--- src/hdl/jls_pkg.sv ---
// ----------------------------------------------------------------------------
// jls_pkg: shared types, codes and helpers for the Jacobi linear solver
// Q16.32 fixed-point helpers, status and action codes, register indexes.
// ----------------------------------------------------------------------------
`default_nettype none
package jls_pkg;

	localparam int VAL_W = 48;
	localparam int DIV_STEPS = 80;
	localparam int DIV_CNT_W = 7;

	typedef logic [VAL_W-1:0] val_t;

	localparam logic [VAL_W-1:0] POS_MAX = 48'h7FFF_FFFF_FFFF;
	localparam logic [VAL_W-1:0] NEG_MAX = 48'h8000_0000_0000;
	localparam logic [63:0] MAG_LIMIT = 64'h0000_8000_0000_0000;

	localparam logic ACT_LOAD = 1'b0;
	localparam logic ACT_START = 1'b1;

	localparam logic [1:0] ST_CONV = 2'd0;
	localparam logic [1:0] ST_LIMIT = 2'd1;
	localparam logic [1:0] ST_DIAG = 2'd2;

	localparam logic [1:0] REG_ORDER = 2'd0;
	localparam logic [1:0] REG_MAX_ITER = 2'd1;
	localparam logic [1:0] REG_TOL = 2'd2;

	// magnitude of a signed 48-bit value; -2^47 gives 2^47
	function automatic val_t mag48(input val_t v);
		mag48 = v[VAL_W-1] ? (~v + 48'd1) : v;
	endfunction

	// clamp a 49-bit signed value to 48 bits
	function automatic val_t sat49(input logic [VAL_W:0] v);
		if (v[VAL_W] != v[VAL_W-1]) begin
			sat49 = v[VAL_W] ? NEG_MAX : POS_MAX;
		end else begin
			sat49 = v[VAL_W-1:0];
		end
	endfunction

	// apply a sign to a magnitude, saturating to 48 bits
	function automatic val_t sat_mag(input logic [63:0] m, input logic neg);
		if (m >= MAG_LIMIT) begin
			sat_mag = neg ? NEG_MAX : POS_MAX;
		end else begin
			sat_mag = neg ? (~m[VAL_W-1:0] + 48'd1) : m[VAL_W-1:0];
		end
	endfunction

endpackage
`default_nettype wire

--- src/hdl/jls_mul.sv ---
// ----------------------------------------------------------------------------
// jls_mul: shared 48x48 unsigned multiplier
// Four 24x24 partial products accumulated into a 96-bit product, one a cycle.
// ----------------------------------------------------------------------------
`default_nettype none
module jls_mul (
	input  wire logic               clk,
	input  wire logic               arst_n,
	input  wire logic               start,
	input  wire jls_pkg::val_t      a,
	input  wire jls_pkg::val_t      b,
	output logic                    done,
	output logic [95:0]             prod
);
	import jls_pkg::*;

	logic        busy_q;
	logic        done_q;
	logic [1:0]  step_q;
	val_t        a_q;
	val_t        b_q;
	logic [95:0] prod_q;
	logic [23:0] ah;
	logic [23:0] bh;
	logic [47:0] pp;
	logic [95:0] pp_sh;

	always_comb begin
		ah = step_q[0] ? a_q[47:24] : a_q[23:0];
		bh = step_q[1] ? b_q[47:24] : b_q[23:0];
		pp = ah * bh;
		case (step_q)
			2'd0: pp_sh = {48'd0, pp};
			2'd3: pp_sh = {pp, 48'd0};
			default: pp_sh = {24'd0, pp, 24'd0};
		endcase
	end

	always_ff @(posedge clk or negedge arst_n) begin
		if (!arst_n) begin
			busy_q <= 1'b0;
			done_q <= 1'b0;
			step_q <= 2'd0;
		end else begin
			done_q <= 1'b0;
			if (start) begin
				busy_q <= 1'b1;
				step_q <= 2'd0;
			end else if (busy_q) begin
				step_q <= step_q + 2'd1;
				if (step_q == 2'd3) begin
					busy_q <= 1'b0;
					done_q <= 1'b1;
				end
			end
		end
	end

	always_ff @(posedge clk) begin
		if (start) begin
			a_q <= a;
			b_q <= b;
			prod_q <= '0;
		end else if (busy_q) begin
			prod_q <= prod_q + pp_sh;
		end
	end

	assign done = done_q;
	assign prod = prod_q;

endmodule
`default_nettype wire

--- config.mk ---
export PLATFORM = sky130hd
export DESIGN_NAME = jls_mul
export DESIGN_NICKNAME = d
export VERILOG_FILES = /design/src/hdl/jls_pkg.sv /design/src/hdl/jls_mul.sv
export SDC_FILE = /design/constraint.sdc
export NUM_CORES = 2
export LEC_CHECK = 0
export CAP_MARGIN = 20
export CORE_MARGIN = 3
export CORE_UTILIZATION = 65
export DETAILED_ROUTE_END_ITERATION = 8
export DONT_BUFFER_PORTS = 1
export PLACE_DENSITY = 0.81
export SLEW_MARGIN = 20
export SYNTH_ARGS = -nofsm -noshare
export SYNTH_HDL_FRONTEND = slang
export SYNTH_SLANG_ARGS = --single-unit
--- constraint.sdc ---
create_clock -name clk -period 27.7 [get_ports clk]
set_input_delay 1.385 -clock clk [delete_from_list [all_inputs] [get_ports clk]]
set_output_delay 1.385 -clock clk [all_outputs]
set_load 0.05 [all_outputs]
# Yosys cells after proc, flatten, opt, wreduce, memory -nomap -nowiden
# Index checks and enable logic that the tools add are counted.
# totals
reg_bits	196
out_inout_bits	97
input_bits	99
# op_classes
n_mux	11
addsub	2
n_reduce_logical	2
multipliers	1
n_eq_ne	1
# ops
operator	count
one-hot mux 96 bit (2 select lines)	1
adder 96 bit	1
multiplier 24 x 24 -> 48 bit	1
two-way mux 24 bit	2
two-way mux 1 bit	6
two-way mux 2 bit	2
adder 2 x 1 -> 2 bit, second input constant	1
equality test 2 bit, second input constant	1
logical NOT 2 bit	1
nonzero test 2 bit	1

# Longest topological paths before layout
# logic_depth
word_depth	4
ltp_mapped	47

# Worst setup path after synthesis
# OpenSTA, ideal clock, no wires.
# synth_path
path_type	flip-flop to flip-flop
start	reg step_q[0]
end	reg prod_q[95] (netlist: prod[95])
setup_slack_ps	17051
period_less_slack_ps	10649
setup_ps	64
n_path_buf	4
stages_incl_launch_ff	45
arrival_ps	10585
cell_sequence	dfrtp_1 > clkbuf_1 > clkbuf_1 > clkbuf_1 > mux2i_1 > clkbuf_1 > nor2_1 > fa_1 > fa_1 > inv_1 > fa_1 > inv_1 > fa_1 > inv_1 > fa_1 > inv_1 > fa_1 > inv_1 > (+9 left out) > and2_4 > a221o_1 > a21oi_2 > xnor2_1 > a22o_1 > ha_1 > nand2_1 > nor3_1 > nand3_1 > nor4_1 > o2111ai_1 > o211ai_2 > a41o_1 > a41o_1 > a221oi_2 > o221a_2 > or3b_1 > nand4_1
# synth_via
elab_chain_cells	4
elab_cells_between_ends	6
classes_between	add/sub (1); mul (1); eq/ne (1); mux (2); reduce/logical (1)
# synth_rtl
element	line	rtl
start: declaration	jls_mul.sv:19	logic [1:0] step_q;
start signal: assignment	jls_mul.sv:50	step_q <= step_q + 2'd1;
two-way mux 24 bit	jls_mul.sv:29	ah = step_q[0] ? a_q[47:24] : a_q[23:0];
multiplier 24 x 24 -> 48 bit	jls_mul.sv:31	pp = ah * bh;
one-hot mux 96 bit (2 select lines) *	jls_mul.sv:32	case (step_q)
adder 96 bit *	jls_mul.sv:65	prod_q <= prod_q + pp_sh;
end signal: assignment	jls_mul.sv:65	
end: declaration	jls_mul.sv:22	logic [95:0] prod_q;
# Mark *: on every way between the ends. The rest lies on a longest branch, timed or not.
# A chain may end at the register's enable or synchronous reset.

# Worst setup path after layout
# layout_path
start	reg step_q[1]
end	reg prod_q[95] (netlist: prod[95])
# layout_via
elab_chain_cells	4
elab_cells_between_ends	6
classes_between	add/sub (1); mul (1); eq/ne (1); mux (2); reduce/logical (1)
# layout_rtl
element	line	rtl
two-way mux 24 bit	jls_mul.sv:30	bh = step_q[1] ? b_q[47:24] : b_q[23:0];
multiplier 24 x 24 -> 48 bit	jls_mul.sv:31	
one-hot mux 96 bit (2 select lines) *	jls_mul.sv:32	
adder 96 bit *	jls_mul.sv:65	
# Marks and branches as above.

==> impl_metrics.ini <==
[timing]
final.setup.tns_ns = 0
period_share_pct = 44.1
finalCriticalPeriod_ns = 12.22
drv_slew = 0
fmax_mhz = 81.8
worstMarginPinSlew_ns = 1.00
max_slew_margin_pct = 32.5
setup_viol = 0
hold_viol = 0
fin_skew_ns = 0.0246
holdWs_ns = 0.539
rsz0062_at_grt = no

[synthesis]
syn_area_per_cell_um2 = 8.71
synth.top_cell.area_share_pct = 30.2
netlist_area_um2 = 32000
yosysSeqAreaShare_pct = 15.3
netlist.top_cell.by_area = fa_1
synth_top_family_by_area = adder cells
synth-xor-area-share_pct = 3.66
synth_mux_area_share_pct = 4.18
synth_fa_ha_area_share_pct = 40.8
asyncSetResetFlopFracSynth_pct = 2.04
synthDistinctLibCells = 82
synth_top_flop_cell = edfxtp_1
synth_compound_area_share_pct = 12.3
synth-edff-count = 96
syn_nets = 4533
synth_area_leaders = fa_1 30%, ha_1 11%, edfxtp_1 9.0%
synth_cells = 3679
synth-simple-area-share_pct = 14.7
synth_warnings = 0
ys_ff_latch = 196

[global_routing]
grt_max_degree = 166
grt_pass1_wl_um = 153000
antenna_found_initial = 5
grt_pass1_vias = 27100
track_usage_pct = 38.2
grt_overflow = 0

[final_layout]
layout.nets = 4423
final_layout_size_suffix_gt1_share_pct = 5.03
mostFrequentLayoutCell = inv_1
syn_to_final_growth_pct = 3.54
layout_common_cells = 594 x inv_1, 483 x fa_1, 434 x nand2_1

[setup_path]
endpoint_kind = register
r2r_start = step_q[1]
rrSetupSlack_ns = 15.48
crit_slowest_cell = mux2i_2
critPathMaxStageDelay_ns = 0.74
path_max_fanout = 38
cpMostUsedCell = fa_1
crit_arrival_ns = 12.68
cp.required_ns = 28.16
cp_num_buf_inv = 8
critPathTopFamily = adder cells
crit_start = step_q[1]
worstSetupPathType = reg2reg
critPathLaunchType = register

[worst_hold_path]
worstHoldPathType = in2async

[place]
place_congestion = 1.05
port_buffers = 0
place_hpwl_um = 78400

[job]
drv_cap = 0

[clock_network]
cts_setup_buffers = 0
root_buffer = clkbuf_16
clk_latency_ns = 0.53
cts_tree = yes
cts_max_level = 4
cts_sinks = 196
cts_hold_buf = 0
path_clk_slew_ns = 0.10
cts_made_buffers = 17
cts_resized = 0
clk_path_buf_depth = 2

[die]
die_w_um = 228
rows = 80
io_pins = 196
core_um2 = 48200
fp.dieH_um = 228
start_util_pct = 66.4
dieArea_um2 = 52000

[drt]
num_vias = 26600
routed_wl_um = 98600
drtIter0Drc = 2514
viasPerCell = 6.28
drc_errors = 0
wl_per_cell_um = 23.2
drt_first_pass_iters = 6
ant_nets = 0

[outcome]
status = finished clean
worst paths after layout:
check,cells after the start,end
setup / recovery,42,prod[95]
hold / removal,0,step_q[1]
setup reg to reg,42,prod[95]
hold reg to reg,2,prod[85]
max in group asynchronous,0,busy_q
min in group clk,2,prod[85]
routing by layer:
| layer | part of all wire, % | vias up | track usage, % |
|---|---|---|---|
| li1 | - | 11600 | - |
| met1 | 38 | 12900 | 49.2 |
| met2 | 44 | 1669 | 58.1 |
| met3 | 13 | 394 | 11.8 |
| met4 | 6.1 | 2 | 20.1 |
| met5 | 0.013 | - | 0 |
sequential cells by signal (all words and copies together) (netlist names):
name	cells
done	1
busy_q	1
b_q	48
a_q	48
step_q	2
prod	96
area by class of cell:
class	instances	area [um^2]
antenna	4	10.0
clock buffer	17	425
clock inverter	15	163
fill	3892	15100
inverter	594	2230
multi-input combinational	2712	24300
sequential	196	4910
tap	656	821
timing repair buffer	48	364
logic make-up (layout without fill, tap and decap cells):
group	Yosys count	after routing
compound gates	592	592
xor+xnor	134	134
fa+ha+maj	755	755
buf+inv	771	674
flops	196	196
mux	128	128
other cells	0	4
simple gates	1103	1103
worst reg2reg max path, delay by kind of cell (launching register included):
| family | cells | cell delay, ns |
|---|---|---|
| mux | 1 | 0.77 |
| xor+xnor | 1 | 0.13 |
| compound gates | 15 | 3.60 |
| flops | 1 | 0.45 |
| simple gates | 8 | 1.82 |
| fa+ha+maj | 9 | 4.22 |
| buf+inv | 8 | 1.18 |
Yosys cell counts (82+ instances only):
cell type / number
clkbuf_1: 143
o21ai_0: 114
a21oi_1: 178
dfxtp_1: 96
nor2_1: 431
inv_1: 594
xnor2_1: 86
nand2_1: 434
edfxtp_1: 96
mux2i_1: 82
fa_1: 483
ha_1: 272
stage by stage:
step	cells	utilization [%]	setup WS, ns	area, um^2
floorplan	3679	-	17.05	32000
global placement	4205	67.5	15.80	32600
detailed placement	4206	67.5	15.54	32600
CTS	4238	68.8	15.46	33200
global route	4242	68.8	15.10	33200
finish	4242	68.8	15.48	33200
Power is left out: the tool's default activity adds up to more than one toggle a clock period on the data nets, which glitch-free logic cannot reach.
