$ cat src/hdl/jls_pkg.sv
// ----------------------------------------------------------------------------
// jls_pkg: shared types, codes and helpers for the Jacobi linear solver
// Q16.32 fixed-point helpers, status and action codes, register indexes.
// ----------------------------------------------------------------------------
`default_nettype none
package jls_pkg;

	localparam int VAL_W = 48;
	localparam int DIV_STEPS = 80;
	localparam int DIV_CNT_W = 7;

	typedef logic [VAL_W-1:0] val_t;

	localparam logic [VAL_W-1:0] POS_MAX = 48'h7FFF_FFFF_FFFF;
	localparam logic [VAL_W-1:0] NEG_MAX = 48'h8000_0000_0000;
	localparam logic [63:0] MAG_LIMIT = 64'h0000_8000_0000_0000;

	localparam logic ACT_LOAD = 1'b0;
	localparam logic ACT_START = 1'b1;

	localparam logic [1:0] ST_CONV = 2'd0;
	localparam logic [1:0] ST_LIMIT = 2'd1;
	localparam logic [1:0] ST_DIAG = 2'd2;

	localparam logic [1:0] REG_ORDER = 2'd0;
	localparam logic [1:0] REG_MAX_ITER = 2'd1;
	localparam logic [1:0] REG_TOL = 2'd2;

	// magnitude of a signed 48-bit value; -2^47 gives 2^47
	function automatic val_t mag48(input val_t v);
		mag48 = v[VAL_W-1] ? (~v + 48'd1) : v;
	endfunction

	// clamp a 49-bit signed value to 48 bits
	function automatic val_t sat49(input logic [VAL_W:0] v);
		if (v[VAL_W] != v[VAL_W-1]) begin
			sat49 = v[VAL_W] ? NEG_MAX : POS_MAX;
		end else begin
			sat49 = v[VAL_W-1:0];
		end
	endfunction

	// apply a sign to a magnitude, saturating to 48 bits
	function automatic val_t sat_mag(input logic [63:0] m, input logic neg);
		if (m >= MAG_LIMIT) begin
			sat_mag = neg ? NEG_MAX : POS_MAX;
		end else begin
			sat_mag = neg ? (~m[VAL_W-1:0] + 48'd1) : m[VAL_W-1:0];
		end
	endfunction

endpackage
`default_nettype wire

$ cat src/hdl/jls_div.sv
// ----------------------------------------------------------------------------
// jls_div: restoring divider for Q16.32 quotients
// Computes (num * 2^32) / den on magnitudes, one quotient bit a cycle,
// flagging a quotient that exceeds 2^47.
// ----------------------------------------------------------------------------
`default_nettype none
module jls_div (
	input  wire logic               clk,
	input  wire logic               arst_n,
	input  wire logic               start,
	input  wire jls_pkg::val_t      num,
	input  wire jls_pkg::val_t      den,
	output logic                    done,
	output logic [48:0]             quo
);
	import jls_pkg::*;

	localparam logic [48:0] Q_LIMIT = 49'h0_8000_0000_0000;

	logic                 busy_q;
	logic                 done_q;
	logic [DIV_CNT_W-1:0] cnt_q;
	val_t                 num_q;
	val_t                 den_q;
	val_t                 rem_q;
	logic [48:0]          q_q;
	logic                 big_q;
	logic [48:0]          rs;
	logic [48:0]          rd;
	logic                 ge;
	logic [48:0]          qn;

	always_comb begin
		rs = {rem_q, num_q[VAL_W-1]};
		ge = (rs >= {1'b0, den_q});
		rd = ge ? (rs - {1'b0, den_q}) : rs;
		qn = {q_q[47:0], ge};
	end

	always_ff @(posedge clk or negedge arst_n) begin
		if (!arst_n) begin
			busy_q <= 1'b0;
			done_q <= 1'b0;
			cnt_q <= '0;
		end else begin
			done_q <= 1'b0;
			if (start) begin
				busy_q <= 1'b1;
				cnt_q <= DIV_CNT_W'(DIV_STEPS - 1);
			end else if (busy_q) begin
				cnt_q <= cnt_q - DIV_CNT_W'(1);
				if (cnt_q == '0) begin
					busy_q <= 1'b0;
					done_q <= 1'b1;
				end
			end
		end
	end

	always_ff @(posedge clk) begin
		if (start) begin
			num_q <= num;
			den_q <= den;
			rem_q <= '0;
			q_q <= '0;
			big_q <= 1'b0;
		end else if (busy_q) begin
			rem_q <= rd[VAL_W-1:0];
			num_q <= {num_q[VAL_W-2:0], 1'b0};
			// freeze the quotient once it is out of range
			if (!big_q) begin
				q_q <= qn;
				if (qn > Q_LIMIT) begin
					big_q <= 1'b1;
				end
			end
		end
	end

	assign done = done_q;
	assign quo = big_q ? (Q_LIMIT + 49'd1) : q_q;

endmodule
`default_nettype wire

$ cat config.mk
export PLATFORM = sky130hd
export DESIGN_NAME = jls_div
export DESIGN_NICKNAME = d
export VERILOG_FILES = /design/src/hdl/jls_pkg.sv /design/src/hdl/jls_div.sv
export SDC_FILE = /design/constraint.sdc
export NUM_CORES = 1
export LEC_CHECK = 0
export ABC_AREA = 1
export ABC_CLOCK_PERIOD_IN_PS = 2400
export BUFFER_PORTS_ARGS = -buffer_cell sky130_fd_sc_hd__buf_2
export CORE_MARGIN = 2
export CORE_UTILIZATION = 30
export DETAILED_ROUTE_END_ITERATION = 8
export PLACE_DENSITY = 0.48
export SLEW_MARGIN = 20
export SYNTH_ARGS = -nofsm -noshare
export SYNTH_HDL_FRONTEND = slang
export SYNTH_SLANG_ARGS = --single-unit
$ cat constraint.sdc
create_clock -name clk -period 2.4 [get_ports clk]
set_input_delay 0 -clock clk [delete_from_list [all_inputs] [get_ports clk]]
set_output_delay 0 -clock clk [all_outputs]
set_load 0.02 [all_outputs]
Word level (Yosys, flattened, before mapping)
Index checks and enable logic that the tools add are counted.
- register bits: 203
- output and inout port bits: 50
- add/subtract/negate cells: 2
- $lt $le $gt $ge: 2
- muxes and demuxes: 14
- bitwise operators: 1
- reduce and logical (&&, ||, !) cells: 3
- operator list (cell ; count):
    two-way mux 48 bit ; 3
    greater-or-equal comparator 49 x 48 -> 1 bit ; 1
    greater-than comparator 49 x 48 -> 1 bit, second input constant ; 1
    two-way mux 49 bit ; 1
    subtractor 48 bit ; 1
    two-way mux 7 bit ; 2
    two-way mux 1 bit ; 8
    logical NOT 7 bit ; 1
    subtractor 7 x 1 -> 7 bit, second input constant ; 1
    AND reduction 2 bit ; 1
    nonzero test 2 bit ; 1
    inverter 1 bit ; 1

Depth between registers and ports, before layout
Gate-level depths: netlist of run 1.
- word-level depth: 4
- mapped depth: 17

Worst setup path after synthesis of run 1
Ideal clock, no wire load.
- path kind: reg-to-reg
- start point: register busy_q
- end point: register num_q[0] (enable)
- setup time: 402 ps
- arrival time: 1645 ps
- data required time: 1998 ps
- path slack: 353 ps
- cell stages (with the launch flop): 4
- buffers on the path: 1
- clock period less this slack: 2047 ps
- cells stage by stage: dfrtp_1 > nor2_1 > clkbuf_1 > inv_1
- cells in the longest elaborated chain, start to end: 1
- RTL lines (element ; line ; RTL):
    start: declaration ; jls_div.sv:20 ; logic busy_q;
    start signal: assignment ; jls_div.sv:42 ; busy_q <= 1'b0;
    start signal: assignment ; jls_div.sv:48 ; busy_q <= 1'b1;
    start signal: assignment ; jls_div.sv:53 ; busy_q <= 1'b0;
    nonzero test 2 bit (no line) ; n/a ;
    end signal: assignment ; jls_div.sv:62 ; num_q <= num;
    end signal: assignment ; jls_div.sv:69 ; num_q <= {num_q[VAL_W-2:0], 1'b0};
    end: declaration ; jls_div.sv:23 ; val_t num_q;
No other way between the ends.
A chain may end at the register's enable or synchronous reset.

Worst setup path after layout of run 1
- start point: register den_q[42]
- end point: register rem_q[41]
- cells in the longest elaborated chain, start to end: 2
- RTL lines (element ; line ; RTL):
    start: declaration ; jls_div.sv:24 ; val_t den_q;
    start signal: assignment ; jls_div.sv:63 ; den_q <= den;
    greater-or-equal comparator 49 x 48 -> 1 bit ; jls_div.sv:35 ; ge = (rs >= {1'b0, den_q});
    two-way mux 48 bit ; jls_div.sv:36 ; rd = ge ? (rs - {1'b0, den_q}) : rs;
    end signal: assignment ; jls_div.sv:68 ; rem_q <= rd[VAL_W-1:0];
    end: declaration ; jls_div.sv:25 ; val_t rem_q;
No other way between the ends.

==> results.toml, run 1 <==
[clock_tree]
clk_path_buf_depth = 3
clkSinkCount = 203
clock_latency_ps = 560
cts_tree = "built"
cts_buffers = 26
path_clk_slew_ps = 60
h-tree-depth = 1
root_buffer = "clkbuf_16"

[timing]
finalHoldViolCount = 0
fmax_ghz = 0.436
finalSetupViolCount = 0
slew_headroom_pct = 56.1
slew_violations = 0
finClkSkew_ps = 15.4
min_period_ps = 2300
worst_pin_slew_ps = 658
min_period_over_period_pct = 95.7
setup_tns_ps = 0

[synth]
synth_top_area_share_pct = 22.2
synthFlopType = "dfxtp_1"
synth-edff-count = 96
synth_top_family_by_area = "simple AND/OR/NAND/NOR gates"
synthTopCellsByArea = "edfxtp_1 (22%), nand2_1 (22%), dfxtp_1 (15%)"
syn_inst = 1975
synthSimpleGateAreaFrac_pct = 35.3
syn_area_um2 = 13000
synth.net_count = 2125
ys_seq_area_share_pct = 39.1
syn_avg_cell_area_um2 = 6.57
ys_warn_count = 0
async_flop_share_pct = 4.43
ys_ff_latch = 203
synth_area_leader_cell = "edfxtp_1"
synth_adder_area_share_pct = 4.98
synth_xor_area_share_pct = 1.55
ys_types = 39
synthMuxAreaShare_pct = 0
synth_compound_area_share_pct = 5.41

[grt]
gr-usage-all-layers_pct = 18.2
grtUsageMet3_pct = 2.64
grt-busiest-layer = "met2"
grt_pass1_wl_um = 64700
grt_max_degree = 97
grt_use_met2_pct = 30.5
grt_pass1_vias = 12400
antenna_found_initial = 1
grt_overflow_total = 0
met1_usage_pct = 24.6

[critical_path]
crit_family = "simple AND/OR/NAND/NOR gates"
reg2regPathDepth = 14
cp_data_required_time_ps = 2900
critPathBufInv = 2
ff2ff_setup_slack_ps = 100
worst_setup_path_end_kind = "flip-flop"
slowest_stage = "edfxtp_1"
crit_path_start_kind = "flip-flop"
reg2reg_to = "rem_q[41]"
crit_chain = "inv_1, ha_4, nand2_1, nand2_1, a21oi_2, nor2_1, nor2_1, nand2_2, a21oi_4, nand3_4, buf_12, nand2_1, nand3_1, nand2_1"
worstSetupPathType = "flip-flop to flip-flop"
cp_slowest_stage_delay_ps = 360
cp.depth = 14
cp_max_fo = 7
arrival_ps = 2790
crit_top_cell = "nand2_1"
r2r-start = "den_q[42]"

[layout]
drive_gt1_share_pct = 18.4
fin_nets = 2402
n_fill_cell = 4516
area_growth_pct = 35.2
fin_util_pct = 40.9

[routing]
drc = 0
drtIter0Drc = 713
via_per_inst = 4.50
drtPass1Iterations = 5
vias = 12900
drt.antenna.violating_nets = 0
wire_per_inst_um = 14.9
wl_um = 42500

[power]
clkPwrFrac_pct = 35.2
seqPwrFrac_pct = 38.4
combPwrFrac_pct = 26.4
intPower_uw = 7490
switchingPower_uw = 3730
ir_worst_vdd_mv = 0.642
p_leak_uw = 0.00883
swShare_pct = 33.3
p_per_area_nw_per_um2 = 640

[floorplan]
fp.dieH_um = 212
die_area_um2 = 44900
die_w_um = 212
initial_utilization_pct = 30.3
ios = 149
core_um2 = 42900
rows = 76

[worst_hold_path]
holdPathEnd = "den_q[5]"
holdCritPathClass = "primary input to flip-flop"
min-delay-start = "den[5]"
worstHoldPathCells = 2

[run]
maxCapViolCount = 0

[place]
place_congestion = 0.904
hpwlAfterDp_um = 29700
port_buffers = 148

[outcome]
status = "completed"
[final cells by class]
cell class / count / area [um2] / area share [%]
multi-input combinational: 1309 / 6920 / 39.5
sequential: 203 / 5070 / 28.9
timing repair buffer: 310 / 2440 / 13.9
inverter: 402 / 1510 / 8.60
tap: 585 / 732 / 4.17
clock buffer: 33 / 718 / 4.09
clock inverter: 15 / 145 / 0.827
antenna: 1 / 2.50 / 0.0143
[sequential cells by signal, summed over array words and instances (netlist names)]
register and count:
den_q 48, rem_q 48, done 1, big_q 1
num_q 48, cnt_q 7, q_q 49, busy_q 1
[stage by stage]
step	hold WS (ps)	instances	power, uW	instance area, um2	worst slack, ps
2_1_floorplan	-296	1975	6150	13000	353
3_3_place_gp	-132	2698	7040	14700	-60.1
3_5_place_dp	-131	2698	7060	14700	-41.0
4_1_cts	120	2845	11200	16500	23.2
5_1_grt	155	2858	11900	17500	-3.82
6_report	152	2858	11200	17500	104
[how the worst max path moves through the flow]
stage | from | to | slack [ps]
6_report | den_q[42] | rem_q[41] | 100
3_3_place_gp | den_q[32] | rem_q[32] | -60
5_1_grt | den_q[15] | rem_q[18] | -4
2_1_floorplan | busy_q | num_q[0] | 350
4_1_cts | den_q[32] | rem_q[30] | 20
3_5_place_dp | den_q[32] | rem_q[24] | -40
[Yosys cell counts (9+ instances only)]
library cell,count
nor2_2,10
nand2_1,748
dfxtp_1,98
inv_1,392
clkbuf_1,47
edfxtp_1,96
nand3_1,87
inv_2,9
nor2_1,142
a21oi_1,81
ha_1,50
nand3b_1,9
dfrtp_1,9
xnor2_1,20
nand4_1,77
o21ai_0,52
[repair_timing]
action,4_1_cts,5_1_grt
gates resized for setup,2,181
pin swaps,0,19
hold buffers,99,0
setup buffers,0,5
hold endpoints to repair,126,0
setup endpoints to repair,9,50
cloned,0,7
[metal layers]
metal	routed length (um)	share of wire, %	vias to the layer above
met5	0	0	-
met4	922	2.2	0
met3	1890	4.5	54
met2	19300	45	281
met1	20400	48	5894
li1	-	-	6640
[layout by cell type, fill, tap and decap left out, types with 5 or more instances in the layout]
cell / synthesis / layout
xnor2_1: 20 / 20
and2_1: 5 / 5
nand2_1: 748 / 703
buf_12: 0 / 8
ha_1: 50 / 8
nor2_4: 1 / 12
clkbuf_16: 0 / 33
buf_4: 2 / 45
nor2_1: 142 / 118
buf_2: 5 / 147
nand2_2: 2 / 39
dfxtp_1: 98 / 97
nand3_1: 87 / 84
inv_1: 392 / 375
ha_2: 0 / 5
o21ai_0: 52 / 52
edfxtp_1: 96 / 96
nand4_1: 77 / 77
nand3b_1: 9 / 9
dfrtp_1: 9 / 9
nand2_4: 0 / 8
nor2_2: 10 / 23
a21oi_1: 81 / 79
inv_2: 9 / 27
ha_4: 0 / 37
dlygate4sd3_1: 0 / 99
[kinds of logic (layout without fill, tap and decap cells)]
kind of cell | Yosys count | in the layout
and+or+nand+nor | 1097 | 1097
buffers and inverters | 463 | 760
other | 0 | 1
xor gates and xnor gates | 23 | 23
adders and majority gates | 51 | 51
AOI/OAI and AO/OA | 138 | 138
DFF | 203 | 203
[power groups by stage]
| stage | combinational, uW | clock, uW | sequential (uW) |
|---|---|---|---|
| floorplan | 1830 | 0 | 4320 |
| global placement | 2690 | 0 | 4360 |
| detailed placement | 2700 | 0 | 4360 |
| CTS | 2840 | 4090 | 4300 |
| global route | 3300 | 4200 | 4350 |
| finish | 2960 | 3950 | 4310 |
Power figures use the tool's default switching activity.
==> run 2: changes to the inputs <==
--- a/config.mk
+++ b/config.mk
@@ -7,11 +7,12 @@
 export LEC_CHECK = 0
 export ABC_AREA = 1
 export ABC_CLOCK_PERIOD_IN_PS = 2400
-export BUFFER_PORTS_ARGS = -buffer_cell sky130_fd_sc_hd__buf_2
 export CORE_MARGIN = 2
 export CORE_UTILIZATION = 30
 export DETAILED_ROUTE_END_ITERATION = 8
-export PLACE_DENSITY = 0.48
+export DONT_BUFFER_PORTS = 1
+export PLACE_DENSITY = 0.45
+export SETUP_SLACK_MARGIN = 0.02
 export SLEW_MARGIN = 20
 export SYNTH_ARGS = -nofsm -noshare
 export SYNTH_HDL_FRONTEND = slang
==> run 2 against run 1 <==
Net effect:
- register-to-register slack about the same
- combinational power down 6%
- utilization up 0.17 points
- highest routed layer unchanged
- design area up 0.41%
- largest power group unchanged
- power down 1.5%
- critical path type unchanged
- clock-buffer cell count up 3
==> results.toml, run 2 (same netlist as run 1, synthesis figures left out) <==
[timing]
worst_pin_slew_ps = 707
fmax_ghz = 0.436
finalHoldViolCount = 0
min_period_over_period_pct = 95.5
min_period_ps = 2290
slew_headroom_pct = 52.9
slew_violations = 0
fin_ws_ps = 108
holdWs_ps = 33.6
finClkSkew_ps = 22.4
finalSetupViolCount = 0
setup_tns_ps = 0

[critical_path]
worstSetupPathType = "flip-flop to flip-flop"
crit_family = "simple AND/OR/NAND/NOR gates"
worst_setup_path_end_kind = "flip-flop"
cp_slowest_stage_delay_ps = 360
r2r-start = "den_q[45]"
cp_data_required_time_ps = 2900
slowest_stage = "ha_1"
reg2reg_to = "rem_q[28]"
arrival_ps = 2790
reg2regPathDepth = 14
critPathBufInv = 4
crit_chain = "inv_1, ha_1, nand2_2, inv_1, nand3b_1, buf_4, nor2_4, and2_1, a21oi_4, nand3_4, clkbuf_16, nand2_1, nand3_1, nand2_1"
cp_max_fo = 7
crit_path_start_kind = "flip-flop"
ff2ff_setup_slack_ps = 110

[routing]
vias = 12700
drtIter0Drc = 671
drc = 0
wire_per_inst_um = 15.4
wl_um = 43000
via_per_inst = 4.54
drtPass1Iterations = 6
drt.antenna.violating_nets = 0

[clock_tree]
clk_path_buf_depth = 3
h-tree-depth = 1
clock_latency_ps = 580
cts_tree = "built"
clkSinkCount = 203
cts_buffers = 27
path_clk_slew_ps = 60
root_buffer = "clkbuf_16"

[place]
hpwlAfterDp_um = 29400
port_buffers = 0
place_congestion = 0.893
place_ws_ps = -80.7
numPlacedInstances = 2563

[grt]
antenna_found_initial = 2
grt_pass1_vias = 12500
grt_overflow_total = 0
gr-usage-all-layers_pct = 18.6
grt_max_degree = 106
grt_pass1_wl_um = 66000

[layout]
fin_util_pct = 41.1
layout_commonest_cell = "nand2_1"
fin_nets = 2332
final_cells = 2789
area_growth_pct = 35.7
final_cell_mix = "nand2_1 (696), inv_1 (364), dlygate4sd3_1 (154), nor2_1 (121)"
n_fill_cell = 4503
drive_gt1_share_pct = 14.1
largest_reg_flops = 49
largest_register = "q_q"

[worst_hold_path]
min-delay-start = "start"
holdPathEnd = "q_q[31]"
holdCritPathClass = "primary input to flip-flop"
worstHoldPathCells = 3

[floorplan]
core_um2 = 42900
die_area_um2 = 44900
fp.dieH_um = 212
initial_utilization_pct = 30.3
rows = 76
die_w_um = 212
ios = 149

[power]
ir_worst_vdd_mv = 0.604
p_leak_uw = 0.00850
p_per_area_nw_per_um2 = 627

[run]
maxCapViolCount = 0

[outcome]
status = "completed"
==> run 2: layer usage <==
| metal | up-vias | track usage (%) | routed length [um] |
|---|---|---|---|
| li1 | 6504 | - | - |
| met1 | 5793 | 24.9 | 19700 |
| met2 | 297 | 30.8 | 19800 |
| met3 | 57 | 3.16 | 2280 |
| met4 | 0 | 4.78 | 1220 |
| met5 | - | 0 | 0 |
==> run 2: cell type report <==
type	count	area, um2	area share [%]
Multi-Input combinational cell	1309	6970	39.6
Sequential cell	203	5070	28.8
Timing Repair Buffer	239	2460	13.9
Inverter	402	1510	8.57
Tap cell	585	732	4.16
Clock buffer	36	729	4.14
Clock inverter	14	140	0.796
Antenna cell	1	2.50	0.0142
==> run 2: metrics by stage <==
| step | area [um2] | total power (uW) |
|---|---|---|
| 4_1_cts | 16500 | 11100 |
| 3_3_place_gp | 14000 | 6740 |
| 5_1_grt | 17600 | 11700 |
| 2_1_floorplan | 13000 | 6150 |
| 6_report | 17600 | 11100 |
| 3_5_place_dp | 14000 | 6760 |
==> run 2: worst max-delay path by stage <==
stage                          from        end  slack (ps)  depth (start not counted)
final                     den_q[45]  rem_q[28]         110                         14
after global routing      den_q[45]  rem_q[18]         -20                         14
after CTS                 den_q[13]  rem_q[41]          10                         12
after detailed placement  den_q[32]  rem_q[41]         -80                         12
after global placement    den_q[32]  rem_q[41]         -80                         12
after floorplan              busy_q   num_q[0]         350                          3
==> run 2: power by group <==
group          internal [uW]  leakage [uW]  switching [uW]
registers               4110       0.00190             194
logic                    930       0.00618            1840
clock network           2360      0.000432            1620
==> run 2: timing repair <==
item,CTS,global route
resized for setup,5,189
pin swaps,0,27
hold buffers,153,2
setup buffers,0,14
endpoints found under the hold margin,209,96
cloned,0,6
endpoints found under the setup margin,30,50
==> run 2: tightest hold or removal path: stages <==
cell and delay (ps):
inv_2 270, o21ai_0 170, a21oi_1 50
==> run 3: changes to the inputs <==
--- a/config.mk
+++ b/config.mk
@@ -6,12 +6,12 @@
 export NUM_CORES = 1
 export LEC_CHECK = 0
 export ABC_AREA = 1
-export ABC_CLOCK_PERIOD_IN_PS = 2400
+export ABC_CLOCK_PERIOD_IN_PS = 2000
 export CORE_MARGIN = 2
 export CORE_UTILIZATION = 30
 export DETAILED_ROUTE_END_ITERATION = 8
 export DONT_BUFFER_PORTS = 1
-export PLACE_DENSITY = 0.45
+export PLACE_DENSITY = 0.46
 export SETUP_SLACK_MARGIN = 0.02
 export SLEW_MARGIN = 20
 export SYNTH_ARGS = -nofsm -noshare
==> constraint.sdc (replaced) <==
create_clock -name clk -period 2 [get_ports clk]
set_input_delay 0 -clock clk [delete_from_list [all_inputs] [get_ports clk]]
set_output_delay 0 -clock clk [all_outputs]
set_load 0.02 [all_outputs]
==> run 3 against run 2 <==
Net effect:
- the run now ends with negative setup slack left
- first-iteration DRC count grew 5.8%
- clock-buffer cell count grew 4
- die area is the same
- largest power group unchanged
- critical path type unchanged
- sequential share of layout area shrank 2.2 points
- clock skew shrank 12 ps
- via count grew 4.7%
- routed wire length grew 4.3%
- utilization grew 3.4 points
- sequential power grew 20%
- fmax grew 1.5%
==> results.toml, run 3 (same netlist as run 1, synthesis figures left out) <==
[run]
maxCapViolCount = 0

[outcome]
status = "finished, violations left"
violations = "negative setup slack"

[layout]
layout_commonest_cell = "nand2_1"
final_cell_mix = "nand2_1 (653), inv_1 (358), buf_4 (257), dlygate4sd3_1 (118), nor2_1 (102)"
diodes = 0
drive_gt1_share_pct = 24.9
largest_register = "q_q"
fin_nets = 2492
area_growth_pct = 46.9
largest_reg_flops = 49
fin_util_pct = 44.4

[clock_tree]
cts_tree = "built"
clk_path_buf_depth = 3
cts_buffers = 26
root_buffer = "clkbuf_16"
h-tree-depth = 1
path_clk_slew_ps = 60
clkSinkCount = 203
clock_latency_ps = 570

[routing]
vias = 13200
wl_um = 44800
drtPass1Iterations = 5
wire_per_inst_um = 15.2
drt.antenna.violating_nets = 0
via_per_inst = 4.49
drtIter0Drc = 710
drc = 0

[critical_path]
crit_top_cell = "nand2_2"
critPathBufInv = 5
crit_family = "simple AND/OR/NAND/NOR gates"
worst_setup_path_end_kind = "flip-flop"
cp_slowest_stage_delay_ps = 360
slowest_stage = "edfxtp_1"
cp_max_fo = 8
crit_chain = "inv_1, ha_4, nand2_2, inv_2, nand2_1, nand2_2, inv_2, nand2_2, nand2_2, nand2_2, a21oi_4, buf_12, buf_12, nand4_1, nand3_1, nand2_1"
arrival_ps = 2720
crit_path_start_kind = "flip-flop"
cp_data_required_time_ps = 2460
worstSetupPathType = "flip-flop to flip-flop"

[timing]
slew_violations = 0
fin_ws_ps = -258
holdWs_ps = 48.6
fmax_ghz = 0.443
worst_pin_slew_ps = 484
finalHoldViolCount = 0
slew_headroom_pct = 67.6
rsz0062_at_grt = "true"
finClkSkew_ps = 10.2
min_period_ps = 2260
finalSetupViolCount = 50
setup_tns_ps = -8790
min_period_over_period_pct = 113

[floorplan]
die_area_um2 = 44900
initial_utilization_pct = 30.3
die_w_um = 212
core_um2 = 42900
rows = 76
ios = 149
fp.dieH_um = 212

[grt]
gr-usage-all-layers_pct = 20.3
grt_overflow_total = 0
antenna_found_initial = 1
grt_max_degree = 96
grt_pass1_vias = 13400
grt_pass1_wl_um = 71400

[power]
intPower_uw = 8900
p_per_area_nw_per_um2 = 702
p_leak_uw = 0.00945
swShare_pct = 33.5
switchingPower_uw = 4480
seqPwrFrac_pct = 38.7
ir_worst_vdd_mv = 0.757
combPwrFrac_pct = 26.0
clkPwrFrac_pct = 35.3

[worst_hold_path]
holdCritPathClass = "primary input to flip-flop"

[place]
port_buffers = 0
place_congestion = 0.917
hpwlAfterDp_um = 30400
place_ws_ps = -457
==> run 3: per-layer routing <==
metal / part of all wire, % / global-route usage, %
met1: 47 / 26.6
met2: 46 / 34.2
met3: 4.6 / 3.34
met4: 3.1 / 5.80
met5: 0 / 0
==> run 3: layout make-up <==
| cell class | instances | area (um2) |
|---|---|---|
| timing repair buffer | 400 | 3600 |
| multi-input combinational | 1309 | 7280 |
| clock buffer | 40 | 767 |
| inverter | 402 | 1510 |
| clock inverter | 8 | 92.6 |
| tap | 585 | 732 |
| fill | 4438 | 23800 |
| sequential | 203 | 5070 |
==> run 3: what timing repair did <==
action                                  4_1_cts  5_1_grt
cloned                                        5        0
resized for setup                           135      145
pin swaps                                    34       44
hold buffers                                119        0
endpoints found under the hold margin       224        0
buffers inserted                             15        6
endpoints found under the setup margin       50       51
==> run 3: final timing paths <==
check / startpoint / to / slack (ps) / cells after the start
worst min-delay path: den[45] / den_q[45] / 50 / 1
worst min register to register: q_q[48] / q_q[48] / 470 / 2
worst max-delay path: den_q[23] / rem_q[17] / -260 / 16
min in group asynchronous: arst_n / cnt_q[3] / 370 / 2
max in group asynchronous: arst_n / cnt_q[6] / 1330 / 2
worst max register to register: den_q[23] / rem_q[17] / -260 / 16
==> run 3: power by group through the flow <==
stage / registers [uW] / logic (uW) / clock network, uW
floorplan: 5180 / 2200 / 0
detailed placement: 5240 / 3010 / 0
finish: 5180 / 3480 / 4720
global placement: 5230 / 2990 / 0
global route: 5230 / 3870 / 5050
CTS: 5170 / 3410 / 4910
==> run 3: worst register-to-register path: stages, from the launching register on <==
cell and delay (ps):
edfxtp_1 360, inv_1 120, ha_4 240, nand2_2 110, inv_2 30, nand2_1 70
nand2_2 80, inv_2 60, nand2_2 60, nand2_2 70, nand2_2 80, a21oi_4 260
buf_12 190, buf_12 140, nand4_1 130, nand3_1 110, nand2_1 60
==> run 3: through the flow <==
stage                     instance area [um2]  cells  power [uW]
after CTS                               18600   2943       13500
final                                   19100   2947       13400
after global placement                  15500   2756        8220
after floorplan                         13000   1975        7380
after detailed placement                15500   2756        8250
after global routing                    19100   2947       14200
